--- src/rtl/bdpc_pkg.sv ---
// shared types, register indexes and reset defaults for the button press classifier
package bdpc_pkg;

  // default timestamp width inside the block
  localparam int TIME_BITS_DEF = 32;

  // widths fixed by the register map
  localparam int CFG_ADDR_W = 3;
  localparam int CFG_DATA_W = 16;

  // register reset values
  localparam logic        POLARITY_DEF      = 1'b1;
  localparam logic [7:0]  PRESS_SETTLE_DEF  = 8'd8;
  localparam logic [7:0]  RELEASE_SETTLE_DEF = 8'd18;
  localparam logic [15:0] SHORTEST_DEF      = 16'd10;
  localparam logic [15:0] LONG_PRESS_DEF    = 16'd650;
  localparam logic [15:0] LOCKOUT_DEF       = 16'd160;

  // register indexes on the write port
  typedef enum logic [CFG_ADDR_W-1:0] {
    REG_POLARITY       = 3'd0,
    REG_PRESS_SETTLE   = 3'd1,
    REG_RELEASE_SETTLE = 3'd2,
    REG_SHORTEST       = 3'd3,
    REG_LONG_PRESS     = 3'd4,
    REG_LOCKOUT        = 3'd5
  } cfg_idx_t;

  // current register contents
  typedef struct packed {
    logic        polarity_active_low;
    logic [7:0]  press_settle_ms;
    logic [7:0]  release_settle_ms;
    logic [15:0] shortest_press_ms;
    logic [15:0] long_press_ms;
    logic [15:0] lockout_ms;
  } cfg_t;

  // result of one tick
  typedef struct packed {
    logic long_press_pulse;
    logic toggle_pulse;
    logic held_now;
  } result_t;

endpackage

--- src/rtl/bdpc_core.sv ---
// debounce and press classification state with its per-tick update logic
module bdpc_core
  import bdpc_pkg::*;
#(
  parameter int TIME_BITS = TIME_BITS_DEF
) (
  input  logic        clk,
  input  logic        rst,
  input  logic        step,
  input  logic        pin_level,
  input  logic [31:0] now_ms,
  input  cfg_t        cfg,
  output result_t     res
);

  // tracking state
  logic                 seeded;
  logic                 last_level;
  logic [TIME_BITS-1:0] last_change_time;
  logic                 is_pressed;
  logic [TIME_BITS-1:0] press_start_time;
  logic [TIME_BITS-1:0] last_toggle_time;
  logic                 long_done;

  logic                 seeded_next;
  logic                 last_level_next;
  logic [TIME_BITS-1:0] last_change_time_next;
  logic                 is_pressed_next;
  logic [TIME_BITS-1:0] press_start_time_next;
  logic [TIME_BITS-1:0] last_toggle_time_next;
  logic                 long_done_next;

  logic                 raw;
  logic [TIME_BITS-1:0] now_t;
  logic [TIME_BITS-1:0] change_el;
  logic [TIME_BITS-1:0] settle_thr;
  logic                 settled;
  logic                 press_start;
  logic                 pressed_mid;
  logic [TIME_BITS-1:0] start_mid;
  logic                 long_mid;
  logic [TIME_BITS-1:0] hold_el;
  logic [TIME_BITS-1:0] toggle_el;
  logic                 long_fire;
  logic                 toggle_ok;

  // timestamp masked to the internal width, pin mapped to pressed
  assign now_t = TIME_BITS'(now_ms);
  assign raw   = cfg.polarity_active_low ? ~pin_level : pin_level;

  // debounce: settle time measured from the last level change
  assign last_level_next       = seeded ? raw : raw;
  assign last_change_time_next = (!seeded || raw != last_level) ? now_t : last_change_time;
  assign change_el  = now_t - last_change_time_next;
  assign settle_thr = raw ? TIME_BITS'(cfg.press_settle_ms)
                          : TIME_BITS'(cfg.release_settle_ms);
  assign settled    = change_el >= settle_thr;

  // accepted press records its start
  assign press_start = raw && !is_pressed;
  assign pressed_mid = is_pressed || raw;
  assign start_mid   = press_start ? now_t : press_start_time;
  assign long_mid    = press_start ? 1'b0 : long_done;

  // hold and lockout timing
  assign hold_el   = now_t - start_mid;
  assign toggle_el = now_t - last_toggle_time;
  assign long_fire = raw && !long_mid && hold_el >= TIME_BITS'(cfg.long_press_ms);
  assign toggle_ok = !long_mid && hold_el >= TIME_BITS'(cfg.shortest_press_ms)
                     && toggle_el >= TIME_BITS'(cfg.lockout_ms);

  // next state and pulses
  always_comb begin
    seeded_next           = 1'b1;
    is_pressed_next       = is_pressed;
    press_start_time_next = press_start_time;
    last_toggle_time_next = last_toggle_time;
    long_done_next        = long_done;
    res                   = '0;
    if (!seeded) begin
      is_pressed_next       = raw;
      press_start_time_next = now_t;
      long_done_next        = 1'b0;
    end else if (settled) begin
      is_pressed_next       = pressed_mid;
      press_start_time_next = start_mid;
      long_done_next        = long_mid;
      if (long_fire) begin
        long_done_next       = 1'b1;
        res.long_press_pulse = 1'b1;
      end else if (!raw && is_pressed) begin
        is_pressed_next = 1'b0;
        if (toggle_ok) begin
          last_toggle_time_next = now_t;
          res.toggle_pulse      = 1'b1;
        end
      end
    end
    res.held_now = is_pressed_next;
  end

  // state update on each accepted tick
  always_ff @(posedge clk) begin
    if (rst) begin
      seeded           <= 1'b0;
      last_level       <= 1'b0;
      last_change_time <= '0;
      is_pressed       <= 1'b0;
      press_start_time <= '0;
      last_toggle_time <= '0;
      long_done        <= 1'b0;
    end else if (step) begin
      seeded           <= seeded_next;
      last_level       <= last_level_next;
      last_change_time <= last_change_time_next;
      is_pressed       <= is_pressed_next;
      press_start_time <= press_start_time_next;
      last_toggle_time <= last_toggle_time_next;
      long_done        <= long_done_next;
    end
  end

endmodule

--- src/rtl/button_debounce_press_classifier.sv ---
// Button debounce with short/long press classification, stream in and out.
// A result appears on the output in the cycle after its tick request is accepted.
// Throughput: one tick per cycle unless the output stalls; the state update is a single
// subtract/compare chain between the state registers and the output register.
// Reset (rst, synchronous): state cleared to unseeded, registers to their defaults,
// output empty.
module button_debounce_press_classifier
  import bdpc_pkg::*;
#(
  parameter int TIME_BITS = TIME_BITS_DEF
) (
  input  logic                  clk,
  input  logic                  rst,
  // config write port
  input  logic                  cfg_we,
  input  logic [CFG_ADDR_W-1:0] cfg_addr,
  input  logic [CFG_DATA_W-1:0] cfg_wdata,
  // tick request stream
  input  logic                  s_tvalid,
  output logic                  s_tready,
  input  logic [39:0]           s_tdata,   // [0] pin_level, [32:1] now_ms, [39:33] zero
  // result stream
  output logic                  m_tvalid,
  input  logic                  m_tready,
  output logic [7:0]            m_tdata    // [0] long_press_pulse, [1] toggle_pulse,
                                           // [2] held_now, [7:3] zero
);

  cfg_t    cfg;
  result_t res;
  result_t out_res;
  logic    step;

  // config registers
  always_ff @(posedge clk) begin
    if (rst) begin
      cfg.polarity_active_low <= POLARITY_DEF;
      cfg.press_settle_ms     <= PRESS_SETTLE_DEF;
      cfg.release_settle_ms   <= RELEASE_SETTLE_DEF;
      cfg.shortest_press_ms   <= SHORTEST_DEF;
      cfg.long_press_ms       <= LONG_PRESS_DEF;
      cfg.lockout_ms          <= LOCKOUT_DEF;
    end else if (cfg_we) begin
      unique case (cfg_idx_t'(cfg_addr))
        REG_POLARITY:       cfg.polarity_active_low <= cfg_wdata[0];
        REG_PRESS_SETTLE:   cfg.press_settle_ms     <= cfg_wdata[7:0];
        REG_RELEASE_SETTLE: cfg.release_settle_ms   <= cfg_wdata[7:0];
        REG_SHORTEST:       cfg.shortest_press_ms   <= cfg_wdata;
        REG_LONG_PRESS:     cfg.long_press_ms       <= cfg_wdata;
        REG_LOCKOUT:        cfg.lockout_ms          <= cfg_wdata;
        default: ;
      endcase
    end
  end

  // accept whenever the output register is free or draining
  assign s_tready = !m_tvalid || m_tready;
  assign step     = s_tvalid && s_tready;

  bdpc_core #(
    .TIME_BITS (TIME_BITS)
  ) u_core (
    .clk       (clk),
    .rst       (rst),
    .step      (step),
    .pin_level (s_tdata[0]),
    .now_ms    (s_tdata[32:1]),
    .cfg       (cfg),
    .res       (res)
  );

  // output valid
  always_ff @(posedge clk) begin
    if (rst) begin
      m_tvalid <= 1'b0;
    end else if (s_tready) begin
      m_tvalid <= s_tvalid;
    end
  end

  // output payload
  always_ff @(posedge clk) begin
    if (step) begin
      out_res <= res;
    end
  end

  assign m_tdata = {5'b0, out_res.held_now, out_res.toggle_pulse, out_res.long_press_pulse};

`ifndef SYNTH
  // the two pulses never fire on the same tick
  a_pulse_excl: assert property (@(posedge clk) disable iff (rst)
    m_tvalid |-> !(m_tdata[0] && m_tdata[1]))
    else $error("long press and toggle in one result");

  // a toggle comes only with a release
  a_toggle_released: assert property (@(posedge clk) disable iff (rst)
    (m_tvalid && m_tdata[1]) |-> !m_tdata[2])
    else $error("toggle while still held");

  // a long press comes only while held
  a_long_held: assert property (@(posedge clk) disable iff (rst)
    (m_tvalid && m_tdata[0]) |-> m_tdata[2])
    else $error("long press while released");

  // every accepted request yields a result next cycle
  a_accept_result: assert property (@(posedge clk) disable iff (rst)
    (s_tvalid && s_tready) |=> m_tvalid)
    else $error("accepted request produced no result");
`endif

endmodule
--- config.mk ---
export PLATFORM = sky130hd
export DESIGN_NAME = button_debounce_press_classifier
export DESIGN_NICKNAME = d
export VERILOG_FILES = /design/src/rtl/bdpc_pkg.sv /design/src/rtl/bdpc_core.sv /design/src/rtl/button_debounce_press_classifier.sv
export SDC_FILE = /design/constraint.sdc
export NUM_CORES = 1
export LEC_CHECK = 0
export ABC_AREA = 1
export BUFFER_PORTS_ARGS = -buffer_cell sky130_fd_sc_hd__buf_4
export CAP_MARGIN = 5
export CORE_MARGIN = 2
export CORE_UTILIZATION = 30
export CTS_CLUSTER_DIAMETER = 120
export DETAILED_ROUTE_END_ITERATION = 7
export PLACE_DENSITY = 0.45
export SYNTH_ARGS = -nofsm -noshare
export SYNTH_HDL_FRONTEND = slang
export SYNTH_HIERARCHICAL = 1
export SYNTH_SLANG_ARGS = --single-unit
--- constraint.sdc ---
create_clock -name clk -period 8.5 [get_ports clk]
set_clock_uncertainty 0.15 [all_clocks]
set_input_delay 0.425 -clock clk [delete_from_list [all_inputs] [get_ports clk]]
set_output_delay 0.425 -clock clk [all_outputs]
set_load 0.03 [all_outputs]
Word level (Yosys, flattened, before mapping)
Cells that the tools add are included. W data, S select, Z words.

Register bits: 169. Bits of input ports: 64. Output and inout port bits: 10. Logic and storage cells: 78.

Add/subtract/negate cells: 3. $lt $le $gt $ge: 4. Equal/unequal tests: 7. Muxes and demuxes: 16. Bitwise logic cells: 5. Reductions and logical operators: 26.

Operators by type and width (number): $mux W32 (4); $ge A32 B16 Y1 (3); $sub A32 B32 Y32 (3); $ge A32 B32 Y1 (1); $reduce_and A2 Y1 (8); $mux W1 (11); $mux W8 (1); $logic_and A1 B1 Y1 (7); $eq A3 B2 Y1 const B (2); $eq A3 B3 Y1 const B (2); $reduce_and A6 Y1 (1); $logic_not A1 Y1 (5); $not A1 Y1 (5); $reduce_or A4 Y1 (1); $eq A3 B1 Y1 const B (1); $logic_not A3 Y1 (1); $logic_or A1 B1 Y1 (3); $ne A2 B2 Y1 const B (1); $ne A1 B1 Y1 (1).

Longest topological paths before layout
Depth after elaboration: 10. Depth in mapped cells: 35. Depth with buffers taken out: 32.

Cells and area by module
Netlist, hierarchy kept.

By module, submodules not included: bdpc_core (instances 1, cells an instance 2187, area an instance 12618.4 sq um, sequential area each 2001.9 sq um); button_debounce_press_classifier (instances 1, cells an instance 390, area an instance 2775.2 sq um, sequential area each 1411.4 sq um).

Least setup slack after synthesis
No wires, ideal clock.

Path kind: input port to flip-flop. Start point: input port s_tdata[0]. End point: register u_core.last_toggle_time[10]. Library setup time: 0.113 ns. Arrival: 4.036 ns. Required time: 8.237 ns. Path slack: 4.201 ns. Cell stages on the path: 28. Buffers on the path: 4. Cell sequence: nand2_1 -> nand3_4 -> buf_4 -> clkbuf_1 -> clkbuf_1 -> nand2_1 -> o21ai_0 -> ha_1 -> inv_1 -> ha_1 -> or2_2 -> nand3_1 -> nand3_1 -> xor2_1 -> ha_1 -> nand2_1 -> nor2_1 -> a211oi_1 -> o21ai_0 -> a21oi_1 -> o21ai_0 -> a21oi_1 -> nand3_2 -> nand4_4 -> buf_4 -> nand2_1 -> nand2_1 -> nor2_1.

Longest elaborated chain between the ends: 9. Elaborated cells between the ends (all ways): 23. Classes of those cells: 2 x add/sub; 3 x order compare; 1 x eq/ne; 5 x mux; 2 x bitwise; 10 x reduce/logical.

RTL lines: from (decl) (RTL line button_debounce_press_classifier.sv:21) `input logic [39:0] s_tdata,`; $not A1 Y1 (RTL line bdpc_core.sv:49) `assign raw = cfg.polarity_active_low ? ~pin_level : pin_level;`; $mux W1 (*) (RTL line bdpc_core.sv:49); $logic_and A1 B1 Y1 (RTL line bdpc_core.sv:60) `assign press_start = raw && !is_pressed;`; $mux W32 / $mux W1 (equally long branches) (RTL line bdpc_core.sv:62, bdpc_core.sv:63); $sub A32 B32 Y32 / $logic_not A1 Y1 (equally long branches) (RTL line bdpc_core.sv:66, bdpc_core.sv:68, bdpc_core.sv:69); $ge A32 B16 Y1 (tied with other cells) (RTL line bdpc_core.sv:69) `assign toggle_ok = !long_mid && hold_el >= TIME_BITS'(cfg.shortest_press_ms)`; $logic_and A1 B1 Y1 (on tied branches) (RTL line bdpc_core.sv:69, bdpc_core.sv:68); $logic_and A1 B1 Y1 / $not A1 Y1 (equally long branches); $reduce_and A6 Y1 (no line) (*); to (signal assigned) (RTL line bdpc_core.sv:118) `last_toggle_time <= last_toggle_time_next;`; to (decl) (RTL line bdpc_core.sv:22) `logic [TIME_BITS-1:0] last_toggle_time;`.

Mark *: on every way between the ends. The rest lies on a longest branch, timed or not. A chain may end at the register's enable or synchronous reset.

Worst setup path after layout
Start point: register cfg[64] (netlist name). End point: register u_core.last_toggle_time[24].

Longest elaborated chain between the ends: 8. Elaborated cells between the ends (all ways): 22. Classes of those cells: 2 x add/sub; 3 x order compare; 1 x eq/ne; 5 x mux; 1 x bitwise; 10 x reduce/logical.

RTL lines (RTL line): $mux W1 (*) (bdpc_core.sv:49); $logic_and A1 B1 Y1 (bdpc_core.sv:60); $mux W32 / $mux W1 (equally long branches) (bdpc_core.sv:62, bdpc_core.sv:63); $sub A32 B32 Y32 / $logic_not A1 Y1 (equally long branches) (bdpc_core.sv:66, bdpc_core.sv:68, bdpc_core.sv:69); $ge A32 B16 Y1 (tied with other cells) (bdpc_core.sv:69); $logic_and A1 B1 Y1 (on tied branches) (bdpc_core.sv:69, bdpc_core.sv:68); $logic_and A1 B1 Y1 / $not A1 Y1 (equally long branches); $reduce_and A6 Y1 (no line) (*).

Marks and branches as above.

==> out/summary.txt <==
========================================================================================================
Status ....................................................................................    completed
Routed wirelength normalized by instance count ............................................      15.5 µm
Number of levels in the clock H-tree ......................................................            4
Power Total ...............................................................................      2.85 mW
Ant. Diodes ...............................................................................            0
Post-layout min period ....................................................................      6.49 ns
Remaining max-slew budget at the tightest pin .............................................        37.4%
Core ar. ..................................................................................    51000 µm²
Total clock buffers created by CTS ........................................................           17
Number of DRC violations after detailed routing ...........................................            0
Clock tree root buffer cell ............................................................... sky130_fd_sc_hd__clkbuf_16
# fillers .................................................................................         5745
DP Cell Count .............................................................................         3257
Post-Synthesis Cells ......................................................................         2577
Largest net degree at the start of global routing .........................................           82
Endpoint class of the critical path .......................................................     register
Most frequent standard cell in the layout excluding fill and tap cells .................... sky130_fd_sc_hd__nand2_1
Final wirelength ..........................................................................     51100 µm
Area share of the leading cell type in the synthesized netlist ............................        21.6%
Number of buffers on the longest clock path ...............................................            2
Power Density .............................................................................   167 nW/µm²
Total number of placement rows ............................................................           83
Sort of element at the start of the critical path .........................................     register
Final Hold Fails ..........................................................................            0
Die boundary height .......................................................................       231 µm
Number of logic stages on the critical path including buffering ...........................           22
Cell type with the highest occurrence count on the critical path .......................... sky130_fd_sc_hd__nand2_1
Number of maximum-capacitance violations ..................................................            0
Worst reg-to-reg setup slack ..............................................................      2.01 ns
Register bit count reported by yosys ......................................................          169
Width of the die ..........................................................................       231 µm
Largest cells by area after synthesis ..................................................... sky130_fd_sc_hd__dfxtp_1 22%, sky130_fd_sc_hd__nand2_1 17%, sky130_fd_sc_hd__ha_1 11%
R2R Path End .............................................................................. u_core/last_toggle_time[24]
GRT Total Usage ...........................................................................        19.5%
Synthesized area ..........................................................................    15400 µm²
IR drop worst, VDD ........................................................................   0.000122 V
Setup repair after global routing missed its margin .......................................        false
Final HPWL DP .............................................................................     41100 µm
Overflow left after global routing ........................................................            0
Number of flops mapped to enable cells by yosys ...........................................            3
Start-to-end type of the worst setup path ................................................. register to register
TritonCTS clock tree ......................................................................         done
Vias per inst .............................................................................         4.79
Library cell contributing the largest single delay on the critical path ................... sky130_fd_sc_hd__o21ai_0
First-pass GRT wire length ................................................................     80400 µm
Final-stage net count .....................................................................         2807
Drt first pass iters ......................................................................            5
DR iter-0 viols ...........................................................................         1009
Achievable Freq ...........................................................................    0.154 GHz
Relative area change from synthesis to final layout .......................................        10.9%
Vias in the first global route ............................................................        15.0k
Worst stage delay on the critical path ....................................................      0.75 ns
Capturing element of the worst setup path ................................................. u_core/last_toggle_time[24]
Sequential share of the synthesized area ..................................................        22.2%
Io pins ...................................................................................           74
Share of final-layout standard cells stronger than drive strength 1 .......................        5.12%
Max-slew violations .......................................................................            0
Cell taking the most area after synthesis ................................................. sky130_fd_sc_hd__dfxtp_1
Actual transition at the worst max-transition pin .........................................     0.939 ns
Routed via count ..........................................................................        15.8k
Crit. Startpoint ..........................................................................      cfg[64]
Post-CTS clock slew at the launch and capture registers of the worst setup and hold paths .      0.08 ns
Total Die Area ............................................................................    53100 µm²
Gate family responsible for the most delay along the worst path ........................... simple AND/OR/NAND/NOR gates
TNS Setup .................................................................................         0 ns
Crit Path Max Fanout ......................................................................           64
Fraction of registers with async set/reset ................................................           0%
Post-synthesis average cell area ..........................................................     5.97 µm²
Launching point of the worst reg2reg path .................................................      cfg[64]
Count of endpoints failing setup in the final report ......................................            0
Final RePlAce weighted congestion .........................................................        0.905
Count of buffers inserted at the top-level ports ..........................................           61
Cell-by-cell trace of the critical path ................................................... nand2_1, nand2_1, inv_2, nand2_1, nand3_2, o21ai_0, ha_1, nand3_1, nand2_1, a21oi_1, xnor2_1, ha_1, nand4_1, nor3_1, nand4_1, nand4_1, nand2_1, inv_1, nand4_4, nand2_1, nand2_1, nor2_1
Most frequent cells in the layout ......................................................... 708 x sky130_fd_sc_hd__nand2_1, 400 x sky130_fd_sc_hd__inv_1, 372 x sky130_fd_sc_hd__nor2_1
Leakage power summed over all cells .......................................................      8.77 nW
Count of placed standard cells in the final layout, fillers left out ......................         3295
Main flop type after synthesis ............................................................ sky130_fd_sc_hd__dfxtp_1
Hold WC Path Type ......................................................................... input pin to register
Post-route antenna net violation count ....................................................            0
Post-route clock period utilization .......................................................        76.3%
Initial antenna violation count ...........................................................            0
Initial core utilization ..................................................................        30.2%
Required @ worst endpoint .................................................................      8.77 ns
Number of clock sinks seen by CTS .........................................................          169
Count of cells resized by post-cts repair .................................................            0
Depth of the worst register-to-register path ..............................................           22
Crit path DAT .............................................................................      6.75 ns
Critical path buffers and inverters .......................................................            2
Post-synth cell types .....................................................................           48
Later-pin clock latency in the skew report ................................................      0.50 ns
Ys Warns ..................................................................................            6
========================================================================================================
## through the flow
| stage | util, % | worst slack, ns | hold slack [ns] | cell area [µm²] |
|---|---|---|---|---|
| 2_1_floorplan | - | 4.20 | 0.275 | 15400 |
| 6_report | 33.5 | 2.01 | 0.0488 | 17100 |
| 3_5_place_dp | 32.2 | 1.69 | 0.294 | 16400 |
| 5_1_grt | 33.5 | 1.13 | 0.0457 | 17100 |
| 3_3_place_gp | 32.2 | 1.77 | 0.299 | 16400 |
| 4_1_cts | 33.5 | 1.86 | 0.0127 | 17100 |
## cell usage after synthesis, drive strengths merged, types with 2 or more instances
| cell type | instances |
|---|---|
| a211oi | 26 |
| a21boi | 6 |
| a21o | 9 |
| a21oi | 131 |
| a31oi | 12 |
| buf | 47 |
| clkbuf | 26 |
| dfxtp | 166 |
| edfxtp | 3 |
| fa | 2 |
| ha | 139 |
| inv | 412 |
| mux2i | 25 |
| nand2 | 711 |
| nand3 | 164 |
| nand3b | 8 |
| nand4 | 31 |
| nor2 | 381 |
| nor3 | 23 |
| nor4 | 3 |
| o211ai | 26 |
| o21a | 2 |
| o21ai | 149 |
| o21bai | 13 |
| o221ai | 3 |
| xnor2 | 13 |
| xor2 | 39 |
## power by group
group	internal (mW)	switching [mW]	leakage (nW)	total, mW
registers	0.836	0.0199	1.39	0.856
logic	0.397	0.760	7.09	1.16
clock network	0.447	0.386	0.294	0.833
## cells by family after synthesis
group           count (synthesis)  share of synthesized area (%)
simple gates                 1324                           35.1
buf+inv                       486                           12.6
compound gates                379                           13.9
flops                         169                           22.2
fa+ha+maj                     141                           11.6
xor+xnor                       52                           2.96
mux                            25                           1.63
other cells                     1                         0.0244
## layout make-up
type                            count  area (µm²)  share of cell area, %
Multi-Input combinational cell   1926       10100                   59.0
Tap cell                          680         851                   4.98
Clock inverter                     14         163                  0.953
Clock buffer                       18         439                   2.57
Sequential cell                   169        3410                   20.0
Inverter                          413        1550                   9.08
Timing Repair Buffer               75         578                   3.39
## worst register-to-register path: stages, from the launching register on
cell,delay [ns]
sky130_fd_sc_hd__dfxtp_1,0.35
sky130_fd_sc_hd__nand2_1,0.11
sky130_fd_sc_hd__nand2_1,0.51
sky130_fd_sc_hd__inv_2,0.14
sky130_fd_sc_hd__nand2_1,0.11
sky130_fd_sc_hd__nand3_2,0.68
sky130_fd_sc_hd__o21ai_0,0.76
sky130_fd_sc_hd__ha_1,0.33
sky130_fd_sc_hd__nand3_1,0.08
sky130_fd_sc_hd__nand2_1,0.12
sky130_fd_sc_hd__a21oi_1,0.32
sky130_fd_sc_hd__xnor2_1,0.13
sky130_fd_sc_hd__ha_1,0.31
sky130_fd_sc_hd__nand4_1,0.13
sky130_fd_sc_hd__nor3_1,0.27
sky130_fd_sc_hd__nand4_1,0.13
sky130_fd_sc_hd__nand4_1,0.26
sky130_fd_sc_hd__nand2_1,0.17
sky130_fd_sc_hd__inv_1,0.14
sky130_fd_sc_hd__nand4_4,0.69
sky130_fd_sc_hd__nand2_1,0.33
sky130_fd_sc_hd__nand2_1,0.07
sky130_fd_sc_hd__nor2_1,0.10
## state kept, by name, indices dropped and copies added (netlist names)
name / cells
cfg: 65
u_core/last_change_time: 32
u_core/last_toggle_time: 32
u_core/press_start_time: 32
m_tdata: 3
m_tvalid: 1
u_core/is_pressed: 1
u_core/last_level: 1
u_core/long_done: 1
u_core/seeded: 1
## per-layer routing
layer	part of all wire, %	vias to the layer above	track usage, %	routed length [µm]
li1	-	8260	-	-
met1	48	7195	26.2	24700
met2	45	271	31.7	23100
met3	3.8	72	3.04	1950
met4	2.7	0	6.96	1390
met5	0	-	0	0
## worst min path at each step
stage                                    start                          to  slack (ns)  cells past startpoint
floorplan           u_core/last_change_time[0]  u_core/last_change_time[0]        0.27                      2
global placement                       cfg[33]                     cfg[33]        0.30                      2
detailed placement                     cfg[35]                     cfg[35]        0.29                      2
CTS                               cfg_wdata[7]                     cfg[23]        0.01                      3
global route                      cfg_wdata[7]                     cfg[23]        0.05                      3
finish                            cfg_wdata[7]                     cfg[23]        0.05                      3
## timing repair
item	4_1_cts	5_1_grt
hold endpoints to repair	6	0
buffers inserted	0	0
hold buffers	6	0
No activity file was read; power rests on OpenSTA's default activity.
